### src/hdl/assert_macros.svh
// ---------------------------------------------------------------------------
// Assertion macros
// Concurrent assertion wrappers on clk_i, disabled while rst_ni is low.
// ---------------------------------------------------------------------------
`ifndef ASSERT_MACROS_SVH
`define ASSERT_MACROS_SVH

// cond must hold at every edge
`define ASSERT_ALWAYS(lbl, cond, msg) \
  lbl: assert property (@(posedge clk_i) disable iff (!rst_ni) (cond)) else $error(msg);

// ante implies cons in the same cycle
`define ASSERT_IMPL(lbl, ante, cons, msg) \
  lbl: assert property (@(posedge clk_i) disable iff (!rst_ni) (ante) |-> (cons)) \
    else $error(msg);

// ante implies cons in the next cycle
`define ASSERT_NEXT(lbl, ante, cons, msg) \
  lbl: assert property (@(posedge clk_i) disable iff (!rst_ni) (ante) |=> (cons)) \
    else $error(msg);

`endif

### src/hdl/mme_pkg.sv
// ---------------------------------------------------------------------------
// mme_pkg
// Types, codes and constants shared by the matrix multiply engine.
// ---------------------------------------------------------------------------
package mme_pkg;

  localparam int MAX_DIM_DEF = 8;
  localparam int CFG_W       = 4;
  localparam int DATA_W      = 32;
  localparam int PROD_W      = 2 * DATA_W;
  localparam int FRAC_W      = 16;

  localparam logic [DATA_W-1:0] RES_MAX = 32'h7FFF_FFFF;
  localparam logic [DATA_W-1:0] RES_MIN = 32'h8000_0000;

  typedef enum logic [1:0] {
    OP_LOAD_L = 2'd0,
    OP_LOAD_R = 2'd1,
    OP_MUL    = 2'd2
  } op_e;

  typedef enum logic [1:0] {
    ST_OK      = 2'd0,
    ST_IGNORED = 2'd1,
    ST_ELEM    = 2'd2
  } status_e;

  typedef enum logic [1:0] {
    REG_NUM_ROWS  = 2'd0,
    REG_INNER_DIM = 2'd1,
    REG_NUM_COLS  = 2'd2
  } cfg_reg_e;

  typedef enum logic [1:0] {
    SEQ_IDLE,
    SEQ_ISSUE,
    SEQ_WAIT
  } seq_state_e;

  // one term of a dot product entering the MAC pipeline
  typedef struct packed {
    logic vld;
    logic first;
    logic last;
  } mac_ctrl_t;

  function automatic logic [CFG_W-1:0] clamp_dim(input logic [CFG_W-1:0] v,
                                                 input logic [CFG_W-1:0] max_v);
    logic [CFG_W-1:0] r;
    begin
      if (v == '0) begin
        r = CFG_W'(1);
      end else if (v > max_v) begin
        r = max_v;
      end else begin
        r = v;
      end
      return r;
    end
  endfunction

endpackage

### src/hdl/mme_store.sv
// ---------------------------------------------------------------------------
// mme_store
// One matrix store: synchronous RAM, one write and one read port, read data
// registered. Per-entry valid flags make unwritten entries read as zero.
// ---------------------------------------------------------------------------
module mme_store import mme_pkg::*; #(
  parameter int MAX_DIM = MAX_DIM_DEF
) (
  input  logic                                   clk_i,
  input  logic                                   rst_ni,
  input  logic                                   we_i,
  input  logic [$clog2(MAX_DIM*MAX_DIM)-1:0]     waddr_i,
  input  logic [DATA_W-1:0]                      wdata_i,
  input  logic [$clog2(MAX_DIM*MAX_DIM)-1:0]     raddr_i,
  output logic signed [DATA_W-1:0]               rdata_o
);

  localparam int DEPTH = MAX_DIM * MAX_DIM;

  logic [DATA_W-1:0] mem [DEPTH];
  logic [DEPTH-1:0]  vld_q;
  logic [DATA_W-1:0] rdata_q;
  logic              rvld_q;

  always_ff @(posedge clk_i) begin
    if (we_i) begin
      mem[waddr_i] <= wdata_i;
    end
    rdata_q <= mem[raddr_i];
  end

  always_ff @(posedge clk_i or negedge rst_ni) begin
    if (!rst_ni) begin
      vld_q  <= '0;
      rvld_q <= 1'b0;
    end else begin
      if (we_i) begin
        vld_q[waddr_i] <= 1'b1;
      end
      rvld_q <= vld_q[raddr_i];
    end
  end

  assign rdata_o = rvld_q ? rdata_q : '0;

endmodule

### config.mk
export PLATFORM = sky130hd
export DESIGN_NAME = mme_store
export DESIGN_NICKNAME = d
export VERILOG_FILES = /design/src/hdl/assert_macros.svh /design/src/hdl/mme_pkg.sv /design/src/hdl/mme_store.sv
export SDC_FILE = /design/constraint.sdc
export NUM_CORES = 2
export LEC_CHECK = 0
export BUFFER_PORTS_ARGS = -buffer_cell sky130_fd_sc_hd__buf_2
export CAP_MARGIN = 25
export CELL_PAD_IN_SITES_DETAIL_PLACEMENT = 1
export CELL_PAD_IN_SITES_GLOBAL_PLACEMENT = 1
export CORE_ASPECT_RATIO = 1.25
export CORE_MARGIN = 1
export CORE_UTILIZATION = 35
export DETAILED_ROUTE_END_ITERATION = 10
export PLACE_DENSITY = 0.58
export SLEW_MARGIN = 0
export SYNTH_ARGS = -nofsm -noshare
export SYNTH_HDL_FRONTEND = slang
export SYNTH_SLANG_ARGS = --single-unit
### constraint.sdc
create_clock -name clk_i -period 1.7 [get_ports clk_i]
set_input_delay 0.17 -clock clk_i [delete_from_list [all_inputs] [get_ports clk_i]]
set_output_delay 0.17 -clock clk_i [all_outputs]
set_load 0.01 [all_outputs]
==> impl_metrics.csv <==
group,metric,value,unit
status,outcome,"finished, violations left",
status,violations,"setup timing",
power_and_ir_drop,pwr_density_cell,1120,mW/mm^2
sta,tightest_slew,0.941,ns
clocking,clock-sinks,2145,
clocking,clockBufferDepth,3,
min_path,hp-class,"in2reg",
power_and_ir_drop,finalPower,112,mW
placed_design,gp_congestion,0.776,
sta,max_freq,0.476,GHz
floorplanning,core,0.231,mm^2
flow_run,cap_violations,0,
clocking,clock_latency,0.86,ns
clocking,cts_tree,"done",
logic_synthesis,syn_area,0.0814,mm^2
logic_synthesis,avgSynthCellArea,22.0,um^2
logic_synthesis,async_reset_ff_frac,0.0303,
logic_synthesis,ys_ff_latch,2145,
drt,wl_per_cell,31.6,um
clocking,cts_root_buf,"clkbuf_16",
placed_design,portBuffers,78,
logic_synthesis,synth_common_cells,"2048 x edfxtp_1, 462 x mux4_2, 146 x mux2i_1",
logic_synthesis,yosysMostFrequentCell,"edfxtp_1",
logic_synthesis,yosys-top-cells-area,"edfxtp_1 76%, mux4_2 13%, dfrtp_1 2.0%",
worst_setup_path,critPathCaptureType,"flip-flop",
min_path,whs_path_depth,2,
floorplanning,die_x,433,um
floorplanning,start_util,0.353,
floorplanning,die_h,541,um
worst_setup_path,critPathRequiredTime,2.43,ns
logic_synthesis,yosysTopAreaCell,"edfxtp_1",
logic_synthesis,syn_inst,3706,
drt,vias_per_cell,5.44,
clocking,clk_pin_slew,0.06,ns
drt,drc_errors,0,
grt,grt_pass1_vias,44900,
grt,grt.total_usage,0.209,
sta,maxSlewHeadroom,0.372,
drt,firstDrtPassIters,7,
logic_synthesis,yosys_warnings,0,
layout,drive_gt1_frac,0.381,
worst_setup_path,critPathKind,"reg2reg",
sta,rsz0062_at_grt,"true",
sta,skew,0.0351,ns
layout,areaGrowthSynthToFinish,23.6,%
floorplanning,dieArea,0.235,mm^2
grt,grt_pass1_wl,344000,um
floorplanning,rows,197,
sta,setup_viol,43,
logic_synthesis,seq_area_frac_synth,0.783,
drt,drt_wl_total,244000,um
layout,num-nets-final,4514,
logic_synthesis,synth_fp_nets,3753,
power_and_ir_drop,irDropWorstVdd,1.23,mV
sta,setup_ws,-0.401,ns
sta,fin_crit,2.10,ns
power_and_ir_drop,leakage,32.9,nW
worst_setup_path,reg2reg_depth,4,
clocking,cts_buffers,206,
grt,antenna_found_initial,9,
grt,grt_overflow,0,
sta,hold_violations,0,
drt,ant_nets,0,
drt,vias,42000,
drt,first_iter_violations,4165,
floorplanning,io_pins,79,
logic_synthesis,yosys.cell_types.count,37,
sta,slew_violations,0,
sta,hold_slack,0.0141,ns
grt,grt_max_degree,65,
sta,final.period_utilization,1.24,
logic_synthesis,ys.flop_type,"edfxtp_1",
clocking,cts_max_level,4,
worst_setup_path,cp-start-kind,"flip-flop",
logic_synthesis,synth_top_area_frac,0.756,
logic_synthesis,synth_edf_count,2048,
worst_setup_path,cp.arrival,2.83,ns
worst_setup_path,cp_max_fo,3,
placed_design,hpwlAfterDp,157000,um
[flip-flops by register name, indices dropped and copies added (netlist names)]
name,flops
vld_q,64
rvld_q,1
mem,2048
rdata_q,32
[cells by family (layout without fill, tap and decap cells)]
| group | count (synthesis) | after routing | share of synthesized area |
|---|---|---|---|
| AOI/OAI and AO/OA | 265 | 265 | 0.0251 |
| buffers and inverters | 210 | 1149 | 0.0119 |
| DFF | 2145 | 2145 | 0.783 |
| muxes | 656 | 656 | 0.152 |
| other | 0 | 4 | 0 |
| and+or+nand+nor | 430 | 430 | 0.0271 |
[routing by layer]
metal  share of wire  up-vias  wire length (um)  track usage
met3           0.047      290             11500       0.0262
met4           0.031        0              7510       0.0646
met2            0.51     1273            125000        0.361
met5               0        -                 0            0
li1                -    17200                 -            -
met1            0.41    23300            100000        0.273
[cell type report]
| cell class | instances | area [um^2] |
|---|---|---|
| Antenna cell | 4 | 10.0 |
| Clock buffer | 283 | 5670 |
| Clock inverter | 103 | 978 |
| Fill cell | 21500 | 130000 |
| Inverter | 1 | 3.75 |
| Multi-Input combinational cell | 1351 | 17700 |
| Sequential cell | 2145 | 63800 |
| Tap cell | 3084 | 3860 |
| Timing Repair Buffer | 762 | 8620 |
[critical path, stage by stage, from the launching register on]
cell and delay [ns]:
edfxtp_1 0.42, mux4_2 0.51, a22oi_2 0.19, nand4_1 0.48, and3_1 0.38
[layout by cell type, fill, tap and decap left out, types with 57 or more instances in the layout]
cell type / netlist / routed
edfxtp_1: 2048 / 2048
mux4_2: 462 / 462
buf_4: 20 / 419
buf_12: 0 / 230
clkbuf_16: 0 / 208
mux2i_1: 146 / 144
or2_2: 68 / 67
dfrtp_1: 65 / 64
nor2_4: 0 / 63
buf_2: 56 / 63
nand2_1: 68 / 61
o22ai_1: 62 / 57
clkbuf_1: 114 / 57
[through the flow]
step	cells	setup slack (ns)	util	TNS, ns	instance area, um^2
floorplan	3706	-0.346	-	-372.80	82000
global placement	7302	-1.16	0.403	-91.26	92900
detailed placement	7311	-1.18	0.403	-105.81	93100
CTS	7727	-0.437	0.435	-13.39	100000
global route	7732	-0.424	0.436	-14.10	101000
finish	7733	-0.401	0.436	-11.52	101000
[final timing paths]
kind	startpoint	to	slack, ns
setup / recovery	mem[19][31]	rdata_q[31]	-0.40
hold / removal	wdata_i[1]	mem[37][1]	0.01
setup reg to reg	mem[19][31]	rdata_q[31]	-0.40
hold reg to reg	vld_q[48]	vld_q[48]	0.46
max in group asynchronous	rst_ni	rvld_q	1.06
min in group asynchronous	rst_ni	vld_q[0]	0.42
[what timing repair did]
action,4_1_cts,5_1_grt
setup endpoints to repair,59,62
pin swaps,40,32
endpoints found under the hold margin,1174,128
hold buffers,29,2
gates resized for setup,64,43
setup buffers,3,1
[power breakdown]
part / internal (mW) / leakage [nW] / total [mW] / switching (mW)
Clock: 25.6 / 3.28 / 45.6 / 20.0
Sequential: 58.6 / 19.5 / 59.0 / 0.410
Combinational: 3.48 / 10.1 / 7.81 / 4.33
Total: 87.7 / 32.9 / 112 / 24.8
No activity file was read; power rests on OpenSTA's default activity.
