## config.mk

```make
export PLATFORM = sky130hd
export DESIGN_NAME = mme_mac
export DESIGN_NICKNAME = d
export VERILOG_FILES = /design/src/hdl/assert_macros.svh /design/src/hdl/mme_pkg.sv /design/src/hdl/mme_mac.sv
export SDC_FILE = /design/constraint.sdc
export NUM_CORES = 2
export LEC_CHECK = 0
export BUFFER_PORTS_ARGS = -buffer_cell sky130_fd_sc_hd__buf_2
export CELL_PAD_IN_SITES_DETAIL_PLACEMENT = 1
export CELL_PAD_IN_SITES_GLOBAL_PLACEMENT = 1
export CORE_MARGIN = 5
export CORE_UTILIZATION = 40
export CTS_CLUSTER_SIZE = 16
export DETAILED_ROUTE_END_ITERATION = 8
export PLACE_DENSITY_LB_ADDON = 0.25
export SLEW_MARGIN = 20
export SYNTH_ARGS = -nofsm -noshare
export SYNTH_HDL_FRONTEND = slang
export SYNTH_SLANG_ARGS = --single-unit
```

## constraint.sdc

```tcl
create_clock -name clk_i -period 4.52 [get_ports clk_i]
set_input_delay 0.678 -clock clk_i [delete_from_list [all_inputs] [get_ports clk_i]]
set_output_delay 0.678 -clock clk_i [all_outputs]
set_load 0.01 [all_outputs]
```

## src/hdl/assert_macros.svh

```systemverilog
// ---------------------------------------------------------------------------
// Assertion macros
// Concurrent assertion wrappers on clk_i, disabled while rst_ni is low.
// ---------------------------------------------------------------------------
`ifndef ASSERT_MACROS_SVH
`define ASSERT_MACROS_SVH

// cond must hold at every edge
`define ASSERT_ALWAYS(lbl, cond, msg) \
  lbl: assert property (@(posedge clk_i) disable iff (!rst_ni) (cond)) else $error(msg);

// ante implies cons in the same cycle
`define ASSERT_IMPL(lbl, ante, cons, msg) \
  lbl: assert property (@(posedge clk_i) disable iff (!rst_ni) (ante) |-> (cons)) \
    else $error(msg);

// ante implies cons in the next cycle
`define ASSERT_NEXT(lbl, ante, cons, msg) \
  lbl: assert property (@(posedge clk_i) disable iff (!rst_ni) (ante) |=> (cons)) \
    else $error(msg);

`endif

```

## src/hdl/mme_pkg.sv

```systemverilog
// ---------------------------------------------------------------------------
// mme_pkg
// Types, codes and constants shared by the matrix multiply engine.
// ---------------------------------------------------------------------------
package mme_pkg;

  localparam int MAX_DIM_DEF = 8;
  localparam int CFG_W       = 4;
  localparam int DATA_W      = 32;
  localparam int PROD_W      = 2 * DATA_W;
  localparam int FRAC_W      = 16;

  localparam logic [DATA_W-1:0] RES_MAX = 32'h7FFF_FFFF;
  localparam logic [DATA_W-1:0] RES_MIN = 32'h8000_0000;

  typedef enum logic [1:0] {
    OP_LOAD_L = 2'd0,
    OP_LOAD_R = 2'd1,
    OP_MUL    = 2'd2
  } op_e;

  typedef enum logic [1:0] {
    ST_OK      = 2'd0,
    ST_IGNORED = 2'd1,
    ST_ELEM    = 2'd2
  } status_e;

  typedef enum logic [1:0] {
    REG_NUM_ROWS  = 2'd0,
    REG_INNER_DIM = 2'd1,
    REG_NUM_COLS  = 2'd2
  } cfg_reg_e;

  typedef enum logic [1:0] {
    SEQ_IDLE,
    SEQ_ISSUE,
    SEQ_WAIT
  } seq_state_e;

  // one term of a dot product entering the MAC pipeline
  typedef struct packed {
    logic vld;
    logic first;
    logic last;
  } mac_ctrl_t;

  function automatic logic [CFG_W-1:0] clamp_dim(input logic [CFG_W-1:0] v,
                                                 input logic [CFG_W-1:0] max_v);
    logic [CFG_W-1:0] r;
    begin
      if (v == '0) begin
        r = CFG_W'(1);
      end else if (v > max_v) begin
        r = max_v;
      end else begin
        r = v;
      end
      return r;
    end
  endfunction

endpackage

```

## src/hdl/mme_mac.sv

```systemverilog
// ---------------------------------------------------------------------------
// mme_mac
// Multiply-accumulate pipeline: operand align, 32x32 product, wide exact
// accumulate, then truncate toward zero to Q16.16 and saturate.
// ---------------------------------------------------------------------------
module mme_mac import mme_pkg::*; #(
  parameter int MAX_DIM = MAX_DIM_DEF
) (
  input  logic                     clk_i,
  input  logic                     rst_ni,
  input  mac_ctrl_t                ctrl_i,
  input  logic signed [DATA_W-1:0] a_i,
  input  logic signed [DATA_W-1:0] b_i,
  input  logic                     take_i,
  output logic                     done_o,
  output logic [DATA_W-1:0]        result_o
);

  localparam int ACC_W = PROD_W + $clog2(MAX_DIM);
  localparam int Q_W   = ACC_W - FRAC_W;

  mac_ctrl_t                s1_q, s2_q;
  logic signed [PROD_W-1:0] prod_q;
  logic signed [ACC_W-1:0]  acc_q;
  logic signed [ACC_W-1:0]  prod_ext;
  logic                     done_q;
  logic signed [ACC_W-1:0]  biased;
  logic [Q_W-1:0]           q;
  logic                     fits;

  always_ff @(posedge clk_i or negedge rst_ni) begin
    if (!rst_ni) begin
      s1_q   <= '0;
      s2_q   <= '0;
      done_q <= 1'b0;
    end else begin
      s1_q <= ctrl_i;
      s2_q <= s1_q;
      if (s2_q.vld && s2_q.last) begin
        done_q <= 1'b1;
      end else if (take_i) begin
        done_q <= 1'b0;
      end
    end
  end

  assign prod_ext = {{(ACC_W-PROD_W){prod_q[PROD_W-1]}}, prod_q};

  always_ff @(posedge clk_i) begin
    prod_q <= a_i * b_i;
    if (s2_q.vld) begin
      acc_q <= s2_q.first ? prod_ext : acc_q + prod_ext;
    end
  end

  // floor after bias gives truncation toward zero
  always_comb begin
    biased   = acc_q + (acc_q[ACC_W-1] ? ACC_W'((1 << FRAC_W) - 1) : ACC_W'(0));
    q        = biased[ACC_W-1:FRAC_W];
    fits     = (&q[Q_W-1:DATA_W-1]) || !(|q[Q_W-1:DATA_W-1]);
    result_o = fits ? q[DATA_W-1:0] : (q[Q_W-1] ? RES_MIN : RES_MAX);
  end

  assign done_o = done_q;

endmodule

```

==> key figures <==
Worst setup path
  • CP endpoint kind: register
  • Worst-path fanout max: 8
  • Max incr delay on CP: 0.62 ns
  • Crit path required time: ~4.9 ns
  • Startpoint types: primary input
  • Register-to-register path setup slack: 0.33 ns
  • Setup CP Type: in -> reg
  • Data arrival time of the worst path: approximately 8.5 ns
  • Slowest CP cell: fa_2
  • FF-to-FF Start: acc_q[0]
  • CP startpoint: a_i[28]

Logic synthesis
  • #FFs+latches synth: between 100 and 150
  • Syn Area/Cell: 9.31 sq um
  • Cell variety after synth: 82
  • Top cells by count, synth: 1083 x fa_1, 983 x inv_1, 641 x nand2_1, 530 x and2_1, 265 x ha_1
  • Sequential share of the synthesized area: between 7 and 8%
  • Cell type with the largest total area after synthesis: fa_1
  • Post-synth EDFFs: 67
  • Synth top area cells: fa_1 48%, inv_1 8.2%, and2_1 7.4%
  • Mapped Cells: between 4000 and 5000
  • Warning count from the yosys run: 0
  • Dominant cell by count in the synthesized netlist: fa_1
  • Net Count, Synth: between 6000 and 7000
  • Async set-reset flop share out of synthesis: slightly above 5%
  • Main flop type after synthesis: edfxtp_1
  • Area share of the largest cell type after synthesis: 48.1%
  • Synthesized area: between 40000 and 50000 sq um

Status
  • Status: finished with violations
  • Violations in the final reports: setup timing

Finish
  • Share of layout cells above drive strength 1: between 20 and 25%
  • Final #Nets: 6795
  • Area delta synth->final: 25.4%
  • Final core occ: roughly 50%

Placement
  • Placer Congestion: 0.861
  • Port Buffer Count: between 100 and 150
  • Detailed Place HPWL: approximately 120 mm
  • Post-place setup slack: -4.13 ns

Global route
  • First-pass GRT wire length: ~230 mm
  • Global route total overflow: 0
  • Pin count of the biggest net entering global routing: between 90 and 100
  • GRT Overall Usage: between 20% and 30%
  • Vias in the first global route: 40500
  • Antenna violations before repair: 4

STA
  • Rel. slew slack: between 30% and 40%
  • Measured slew at the worst slew-check pin: just under 1 ns
  • Worst Clk Skew: between 0.01 and 0.015 ns
  • Final-report max-slew violation count: 0
  • Period minus WS final: approximately 8.1 ns
  • Setup repair after global routing missed its margin: true
  • Final setup viols: 86
  • Tcrit/Tclk final: 180%
  • PnR worst setup slack: -3.60 ns
  • Hold violation count in the final report: 0
  • Fmax: between 0.1 and 0.15 GHz

Detailed routing
  • Avg WL per Cell: approximately 21 um
  • Iter 0 DRT Violations: roughly 1900
  • DR pass1 iterations: 5
  • Vias: 35100
  • WL final: 147 mm
  • Post-route DRC: 0
  • Post-route ant nets: 0
  • Vias/cell: 5.09

Die
  • Rows: around 120
  • Initial Util: between 40% and 50%
  • Die X: between 300 and 400 um
  • Die Y: roughly 350 um
  • Die ar.: 119000 sq um
  • Core footprint: 112000 sq um
  • Top Ports: 103

Clocking
  • Cts bufs inserted: 17
  • CTS Buffer Depth: 2
  • CTS tree: yes
  • Root Buffer: clkbuf_16
  • Clock Pin Slew Worst Setup and Hold Paths: around 0.060 ns
  • CTS Sinks: approximately 140
  • Clk Latency, worst-skew pair: 0.45 ns
  • H-tree levels: 4

Job
  • Max-Cap Viols: 0

Min path
  • Worst Hold Class: in -> async
-- final timing paths --
path                               to  depth (start not counted)
min in group clk_i            s1_q[0]                          1
max in group asynchronous     s2_q[1]                          1
min                           s2_q[1]                          1
max reg2reg                 acc_q[66]                         16
max                        prod_q[61]                         29
min reg2reg                   s2_q[0]                          0
-- timing repair --
action | CTS | global route
endpoints found under the setup margin | 87 | 88
cloned | 9 | 7
hold buffers | 0 | 0
resized for setup | 356 | 247
buffers inserted | 80 | 59
pin swaps | 122 | 186
-- flip-flops by register name (all words and copies together), names as in the netlist --
name / cells
done_o: 1
acc_q: 67
prod_q: 64
s1_q: 3
s2_q: 3
-- metal layers --
layer  up-vias  track usage [%]  part of all wire [%]
met1     18600             34.4                    46
met2       743             41.1                    48
met3       151             2.85                   4.7
met4         4             3.98                   1.6
met5         -                0                 0.014
li1      15600                -                     -
-- layout make-up --
cell class / count / area (sq um)
diodes: 1 / 2.50
clock buffers: 19 / 475
clock inverters: 13 / 138
fillers: 12500 / 55700
inverters: 983 / 3690
multi-input cells: 3479 / 39300
flip-flops and latches: 138 / 3470
well taps: 1500 / 1880
repair buffers: 758 / 7530
-- through the flow --
stage / hold WS, ns / instance area (sq um) / TNS, ns / cells
CTS: 0.0327 / 54800 / -157.52 / 6849
floorplan: 0.331 / 46300 / -114.81 / 4840
global placement: 0.335 / 52000 / -177.95 / 6742
detailed placement: 0.339 / 52000 / -183.36 / 6742
finish: 0.0552 / 56500 / -159.19 / 6891
global route: 0.0473 / 56500 / -173.49 / 6891
-- worst max-delay path, delay by kind of cell --
family / cells / cell delay [ns]
AOI/OAI and AO/OA: 8 / 1.70
xor gates and xnor gates: 1 / 0.14
buffers and inverters: 6 / 0.70
and+or+nand+nor: 5 / 0.77
adders and majority gates: 9 / 4.50
-- cells by family after synthesis --
| logic type | Yosys count | synth area share (%) |
|---|---|---|
| flip-flops | 138 | 7.70 |
| adder cells (fa/ha/maj) | 1348 | 55.5 |
| AO/OA/AOI/OAI | 511 | 7.26 |
| multiplexers | 5 | 0.119 |
| buffers and inverters | 1224 | 10.3 |
| XOR/XNOR | 163 | 3.17 |
| AND/OR/NAND/NOR | 1451 | 16.0 |
-- cells in the final DEF (no fill, tap or decap), drive strengths merged, types with 13 or more instances in the layout --
cell type  Yosys  routed
a21o          75      75
o31ai         13      13
o21ai        155     155
inv          983     993
and2         533     533
nor2b         17      17
dfxtp         64      64
xor2          62      62
and3          22      22
nor2          94      94
nor3          23      23
fa          1083    1083
nand4         30      30
o21bai        23      23
ha           265     265
a21oi        136     136
a211oi        16      16
o21a          18      19
xnor2        101     101
buf            8     744
clkbuf       233      27
nand2        641     641
nand2b        23      23
edfxtp        67      67
nand3         42      42
Power is left out: the tool's default activity adds up to more than one toggle a clock period on the data nets, which glitch-free logic cannot reach.
