$ cat src/hdl/assert_macros.svh
// ---------------------------------------------------------------------------
// Assertion macros
// Concurrent assertion wrappers on clk_i, disabled while rst_ni is low.
// ---------------------------------------------------------------------------
`ifndef ASSERT_MACROS_SVH
`define ASSERT_MACROS_SVH

// cond must hold at every edge
`define ASSERT_ALWAYS(lbl, cond, msg) \
  lbl: assert property (@(posedge clk_i) disable iff (!rst_ni) (cond)) else $error(msg);

// ante implies cons in the same cycle
`define ASSERT_IMPL(lbl, ante, cons, msg) \
  lbl: assert property (@(posedge clk_i) disable iff (!rst_ni) (ante) |-> (cons)) \
    else $error(msg);

// ante implies cons in the next cycle
`define ASSERT_NEXT(lbl, ante, cons, msg) \
  lbl: assert property (@(posedge clk_i) disable iff (!rst_ni) (ante) |=> (cons)) \
    else $error(msg);

`endif

$ cat src/hdl/mme_pkg.sv
// ---------------------------------------------------------------------------
// mme_pkg
// Types, codes and constants shared by the matrix multiply engine.
// ---------------------------------------------------------------------------
package mme_pkg;

  localparam int MAX_DIM_DEF = 8;
  localparam int CFG_W       = 4;
  localparam int DATA_W      = 32;
  localparam int PROD_W      = 2 * DATA_W;
  localparam int FRAC_W      = 16;

  localparam logic [DATA_W-1:0] RES_MAX = 32'h7FFF_FFFF;
  localparam logic [DATA_W-1:0] RES_MIN = 32'h8000_0000;

  typedef enum logic [1:0] {
    OP_LOAD_L = 2'd0,
    OP_LOAD_R = 2'd1,
    OP_MUL    = 2'd2
  } op_e;

  typedef enum logic [1:0] {
    ST_OK      = 2'd0,
    ST_IGNORED = 2'd1,
    ST_ELEM    = 2'd2
  } status_e;

  typedef enum logic [1:0] {
    REG_NUM_ROWS  = 2'd0,
    REG_INNER_DIM = 2'd1,
    REG_NUM_COLS  = 2'd2
  } cfg_reg_e;

  typedef enum logic [1:0] {
    SEQ_IDLE,
    SEQ_ISSUE,
    SEQ_WAIT
  } seq_state_e;

  // one term of a dot product entering the MAC pipeline
  typedef struct packed {
    logic vld;
    logic first;
    logic last;
  } mac_ctrl_t;

  function automatic logic [CFG_W-1:0] clamp_dim(input logic [CFG_W-1:0] v,
                                                 input logic [CFG_W-1:0] max_v);
    logic [CFG_W-1:0] r;
    begin
      if (v == '0) begin
        r = CFG_W'(1);
      end else if (v > max_v) begin
        r = max_v;
      end else begin
        r = v;
      end
      return r;
    end
  endfunction

endpackage

$ cat src/hdl/mme_seq.sv
// ---------------------------------------------------------------------------
// mme_seq
// Item sequencer: load decode and store writes, row/col/inner counters that
// drive store reads and the MAC, and the result output register.
// ---------------------------------------------------------------------------
module mme_seq import mme_pkg::*; #(
  parameter int MAX_DIM = MAX_DIM_DEF
) (
  input  logic                               clk_i,
  input  logic                               rst_ni,
  input  logic [CFG_W-1:0]                   num_rows_i,
  input  logic [CFG_W-1:0]                   inner_dim_i,
  input  logic [CFG_W-1:0]                   num_cols_i,
  input  logic                               in_valid_i,
  output logic                               in_ready_o,
  input  logic [1:0]                         op_i,
  input  logic [2:0]                         row_i,
  input  logic [2:0]                         col_i,
  input  logic signed [DATA_W-1:0]           value_i,
  output logic                               out_valid_o,
  input  logic                               out_ready_i,
  output logic signed [DATA_W-1:0]           result_o,
  output logic [2:0]                         out_row_o,
  output logic [2:0]                         out_col_o,
  output logic [1:0]                         status_o,
  output logic                               last_o,
  output logic                               l_we_o,
  output logic                               r_we_o,
  output logic [$clog2(MAX_DIM*MAX_DIM)-1:0] waddr_o,
  output logic [DATA_W-1:0]                  wdata_o,
  output logic [$clog2(MAX_DIM*MAX_DIM)-1:0] l_raddr_o,
  output logic [$clog2(MAX_DIM*MAX_DIM)-1:0] r_raddr_o,
  output mac_ctrl_t                          mac_ctrl_o,
  output logic                               mac_take_o,
  input  logic                               mac_done_i,
  input  logic [DATA_W-1:0]                  mac_result_i,
  output logic                               busy_o
);

  localparam int IDX_W  = $clog2(MAX_DIM);
  localparam int ADDR_W = $clog2(MAX_DIM*MAX_DIM);

  seq_state_e        state_q, state_d;
  logic [IDX_W-1:0]  r_q, r_d, c_q, c_d, m_q, m_d;
  logic              out_vld_q, out_vld_d;
  logic [DATA_W-1:0] res_q, res_d;
  logic [2:0]        orow_q, orow_d, ocol_q, ocol_d;
  status_e           stat_q, stat_d;
  logic              last_q, last_d;
  logic              out_free, in_acc, in_range, m_last, row_end, col_end;

  assign out_free   = !out_vld_q || out_ready_i;
  assign in_ready_o = (state_q == SEQ_IDLE) && out_free;
  assign in_acc     = in_valid_i && in_ready_o;
  assign busy_o     = (state_q != SEQ_IDLE);

  assign in_range = (op_i == OP_LOAD_L) ?
                    ({1'b0, row_i} < num_rows_i)  && ({1'b0, col_i} < inner_dim_i) :
                    ({1'b0, row_i} < inner_dim_i) && ({1'b0, col_i} < num_cols_i);

  assign waddr_o   = ADDR_W'(int'(row_i) * MAX_DIM + int'(col_i));
  assign wdata_o   = value_i;
  assign l_raddr_o = ADDR_W'(int'(r_q) * MAX_DIM + int'(m_q));
  assign r_raddr_o = ADDR_W'(int'(m_q) * MAX_DIM + int'(c_q));

  assign m_last  = (CFG_W'(m_q) + CFG_W'(1)) == inner_dim_i;
  assign row_end = (CFG_W'(r_q) + CFG_W'(1)) == num_rows_i;
  assign col_end = (CFG_W'(c_q) + CFG_W'(1)) == num_cols_i;

  always_ff @(posedge clk_i or negedge rst_ni) begin
    if (!rst_ni) begin
      state_q   <= SEQ_IDLE;
      r_q       <= '0;
      c_q       <= '0;
      m_q       <= '0;
      out_vld_q <= 1'b0;
    end else begin
      state_q   <= state_d;
      r_q       <= r_d;
      c_q       <= c_d;
      m_q       <= m_d;
      out_vld_q <= out_vld_d;
    end
  end

  always_ff @(posedge clk_i) begin
    res_q  <= res_d;
    orow_q <= orow_d;
    ocol_q <= ocol_d;
    stat_q <= stat_d;
    last_q <= last_d;
  end

  always_comb begin
    state_d    = state_q;
    r_d        = r_q;
    c_d        = c_q;
    m_d        = m_q;
    out_vld_d  = out_vld_q && !out_ready_i;
    res_d      = res_q;
    orow_d     = orow_q;
    ocol_d     = ocol_q;
    stat_d     = stat_q;
    last_d     = last_q;
    l_we_o     = 1'b0;
    r_we_o     = 1'b0;
    mac_ctrl_o = '0;
    mac_take_o = 1'b0;

    unique case (state_q)
      SEQ_IDLE: begin
        if (in_acc) begin
          unique case (op_i)
            OP_LOAD_L, OP_LOAD_R: begin
              l_we_o    = in_range && (op_i == OP_LOAD_L);
              r_we_o    = in_range && (op_i == OP_LOAD_R);
              out_vld_d = 1'b1;
              res_d     = '0;
              orow_d    = '0;
              ocol_d    = '0;
              stat_d    = in_range ? ST_OK : ST_IGNORED;
              last_d    = 1'b1;
            end
            OP_MUL: begin
              r_d     = '0;
              c_d     = '0;
              m_d     = '0;
              state_d = SEQ_ISSUE;
            end
            default: ;
          endcase
        end
      end
      SEQ_ISSUE: begin
        mac_ctrl_o.vld   = 1'b1;
        mac_ctrl_o.first = (m_q == '0);
        mac_ctrl_o.last  = m_last;
        if (m_last) begin
          m_d     = '0;
          state_d = SEQ_WAIT;
        end else begin
          m_d = m_q + IDX_W'(1);
        end
      end
      SEQ_WAIT: begin
        if (mac_done_i && out_free) begin
          mac_take_o = 1'b1;
          out_vld_d  = 1'b1;
          res_d      = mac_result_i;
          orow_d     = 3'(r_q);
          ocol_d     = 3'(c_q);
          stat_d     = ST_ELEM;
          last_d     = row_end && col_end;
          if (row_end && col_end) begin
            state_d = SEQ_IDLE;
          end else if (col_end) begin
            c_d     = '0;
            r_d     = r_q + IDX_W'(1);
            state_d = SEQ_ISSUE;
          end else begin
            c_d     = c_q + IDX_W'(1);
            state_d = SEQ_ISSUE;
          end
        end
      end
      default: state_d = SEQ_IDLE;
    endcase
  end

  assign out_valid_o = out_vld_q;
  assign result_o    = res_q;
  assign out_row_o   = orow_q;
  assign out_col_o   = ocol_q;
  assign status_o    = stat_q;
  assign last_o      = last_q;

endmodule

$ cat config.mk
export PLATFORM = sky130hd
export DESIGN_NAME = mme_seq
export DESIGN_NICKNAME = d
export VERILOG_FILES = /design/src/hdl/assert_macros.svh /design/src/hdl/mme_pkg.sv /design/src/hdl/mme_seq.sv
export SDC_FILE = /design/constraint.sdc
export NUM_CORES = 1
export LEC_CHECK = 0
export ABC_AREA = 1
export BUFFER_PORTS_ARGS = -buffer_cell sky130_fd_sc_hd__buf_2
export CORE_ASPECT_RATIO = 0.8
export CORE_MARGIN = 5
export CORE_UTILIZATION = 44
export DETAILED_ROUTE_END_ITERATION = 10
export PLACE_DENSITY = 0.82
export SLEW_MARGIN = 10
export SYNTH_ARGS = -nofsm -noshare
export SYNTH_HDL_FRONTEND = slang
export SYNTH_SLANG_ARGS = --single-unit
$ cat constraint.sdc
create_clock -name clk_i -period 4.5 [get_ports clk_i]
set_clock_uncertainty 0.2 [all_clocks]
set_input_delay 0 -clock clk_i [delete_from_list [all_inputs] [get_ports clk_i]]
set_output_delay 0 -clock clk_i [all_outputs]
set_load 0.03 [all_outputs]
==> flow_metrics.tcl <==
set metrics [dict create \
    gr-usage-all-layers_pct 18.2 \
    crit_family "compound AO/OA/AOI/OAI gates" \
    synth_compound_area_share_pct 4.06 \
    row_count 27 \
    setup_violations 0 \
    start_util_pct 44.9 \
    fp.dieArea_um2 8780 \
    antenna_found_initial 0 \
    status "complete, no violations" \
    p_per_area_nw_per_um2 437 \
    final_cells 603 \
    fin_ws_ps 1730 \
    ys_types 26 \
    place_ws_ps 1700 \
    critPathMaxFanout 28 \
    critPathCaptureType "flip-flop" \
    use_met1_pct 22.4 \
    synthTopCellsByArea "edfxtp_1, buf_4, dfrtp_1" \
    fin_tns_setup_ps 0 \
    grt_max_degree 43 \
    cts_num_sinks 53 \
    wl_per_cell_um 14.0 \
    viasPerCell 4.65 \
    critPathKind "flip-flop to flip-flop" \
    synthArstFlopShare_pct 22.6 \
    ys.flop_type "edfxtp_1" \
    max_stage_delay_ps 730 \
    worst_pin_slew_ps 924 \
    grtUsageMet3_pct 5.32 \
    cts_made_buffers 5 \
    synth-seq-cells 53 \
    crit_required_ps 4310 \
    drc 0 \
    design.core.area_um2 6860 \
    arrival_ps 2580 \
    p_leak_uw 0.00217 \
    hpwlAfterDp_um 5910 \
    port_buffers 124 \
    cts_tree "done" \
    cp.depth 7 \
    holdWs_ps 17.5 \
    area_delta_synth_final_pct 39.6 \
    cts_buffer_depth 2 \
    yosysWarnings 0 \
    fp.dieW_um 104 \
    antenna_left 0 \
    synth-edff-count 41 \
    cp-start-kind "flip-flop" \
    synth.largest_area_cell "edfxtp_1" \
    holdPathStages 4 \
    syn_area_um2 3080 \
    cap_violations 0 \
    clk_pin_slew_ps 100 \
    syn_avg_cell_area_um2 8.60 \
    muxShareOfSynthArea_pct 0 \
    synth_top_family_by_area "simple AND/OR/NAND/NOR gates" \
    dpl.cell_count 524 \
    synth_top_area_share_pct 40.0 \
    die_h_um 84.8 \
    grt_pass1_wl_um 13200 \
    synthTopCellsByCount "inv_1, nand2_1, nor2_1" \
    nNetsFinal 616 \
    gr-total-overflow 0 \
    place_congestion 0.901 \
    post-route-period-util_pct 61.6 \
    cp_slowest_cell "a31oi_4" \
    cts-resized-gates 0 \
    synthCells 358 \
    drv_slew 0 \
    hold_viol 0 \
    cp_cell_sequence "inv_2 -> nor2_2 -> nand2_1 -> nor2_1 -> nor2_1 -> a31oi_4 -> buf_4" \
    io_pins 189 \
    num_vias 2802 \
    ys_seq_area_share_pct 49.7 \
    synth_fa_ha_area_share_pct 4.88 \
    ff2ff_setup_slack_ps 1730 \
    period_minus_slack_ps 2770 \
    num_antenna_cells 0 \
    h-tree-depth 2 \
    r2r_cells 7 \
    cts_root_buf "clkbuf_8" \
    max_slew_margin_pct 38.4 \
    grt_pass1_vias 2801 \
    synthSimpleGateAreaFrac_pct 21.4 \
    routed_wl_um 8450 \
    layout-drive-gt1-share_pct 28.7 \
    drtIter0Drc 111 \
    ir_drop_uv 332 \
    rsz0062_at_grt "no" \
    post-cts-setup-buffers 0 \
    busiest_layer "met2" \
    path_buf_inv 2 \
    cpMostUsedCell "nor2_1" \
    hold_class "input pin to flip-flop" \
    drt_pre_antenna_iters 4 \
    cts_hold_buf 71 \
    syn_nets 459 \
    clk_latency_ps 300 \
    yosysMostFrequentCell "inv_1" \
    met2_usage_pct 32.4 \
    synthXorXnorAreaFrac_pct 0.284 \
    max_freq_ghz 0.361 \
]
-- registers in the layout (all words and copies together) (netlist names) --
register and flops:
result_o 32, out_col_o 3, out_row_o 3, m_q 3, state_q 2, status_o 2, c_q 3, last_o 1
r_q 3, out_valid_o 1
-- kinds of logic (layout without fill, tap and decap cells) --
group	after synthesis	after routing
buffers and inverters	117	275
adder cells (fa/ha/maj)	12	12
AO/OA/AOI/OAI	21	21
XOR/XNOR	1	1
AND/OR/NAND/NOR	154	154
flip-flops	53	53
-- metrics by stage --
step	instance area, um2	total power, uW	util [%]
CTS	4300	1890	62.7
global route	4300	1990	62.7
floorplan	3080	1370	-
detailed placement	3490	1530	50.9
global placement	3490	1510	50.9
finish	4300	1880	62.7
-- per-layer routing --
| metal | wire length, um | part of all wire, % | vias up |
|---|---|---|---|
| li1 | - | - | 1390 |
| met1 | 3480 | 41 | 1266 |
| met2 | 4280 | 51 | 137 |
| met3 | 653 | 7.7 | 9 |
| met4 | 44 | 0.52 | 0 |
| met5 | 0 | 0 | - |
-- worst paths after layout --
path / from / to
worst min register to register: r_q[1] / r_q[1]
max in group asynchronous: rst_ni / r_q[0]
worst max-delay path: state_q[1] / result_o[29]
worst max register to register: state_q[1] / result_o[29]
worst min-delay path: inner_dim_i[3] / state_q[1]
min in group asynchronous: rst_ni / c_q[0]
-- final cells by class --
type	count	area (um2)
well taps	87	109
clock inverters	3	25.0
inverters	71	267
fillers	580	2560
repair buffers	196	1340
clock buffers	5	68.8
flip-flops and latches	53	1530
multi-input cells	188	958
-- worst reg2reg max path: cells and delay by family, from the launching register on --
kind | cells | cell delay, ps
AO/OA/AOI/OAI | 1 | 730
flip-flops | 1 | 410
AND/OR/NAND/NOR | 4 | 690
buffers and inverters | 2 | 450
-- report_power, final --
group	switching, uW	total [uW]	leakage, uW	internal [uW]
logic	638	894	0.00158	256
registers	53.4	711	0.000544	658
clock network	162	275	0.0000447	113
-- cell usage in the layout (no fill, tap or decap), types with 5 or more instances in the layout --
| cell type | instances |
|---|---|
| dfrtp_1 | 12 |
| dlygate4sd3_1 | 71 |
| ha_1 | 12 |
| nand3_1 | 18 |
| nand2_1 | 61 |
| o21ai_0 | 9 |
| clkbuf_8 | 5 |
| inv_1 | 67 |
| edfxtp_1 | 41 |
| a21oi_1 | 6 |
| nor2_1 | 58 |
| nand4_1 | 6 |
| buf_2 | 124 |
Power figures use the tool's default switching activity.
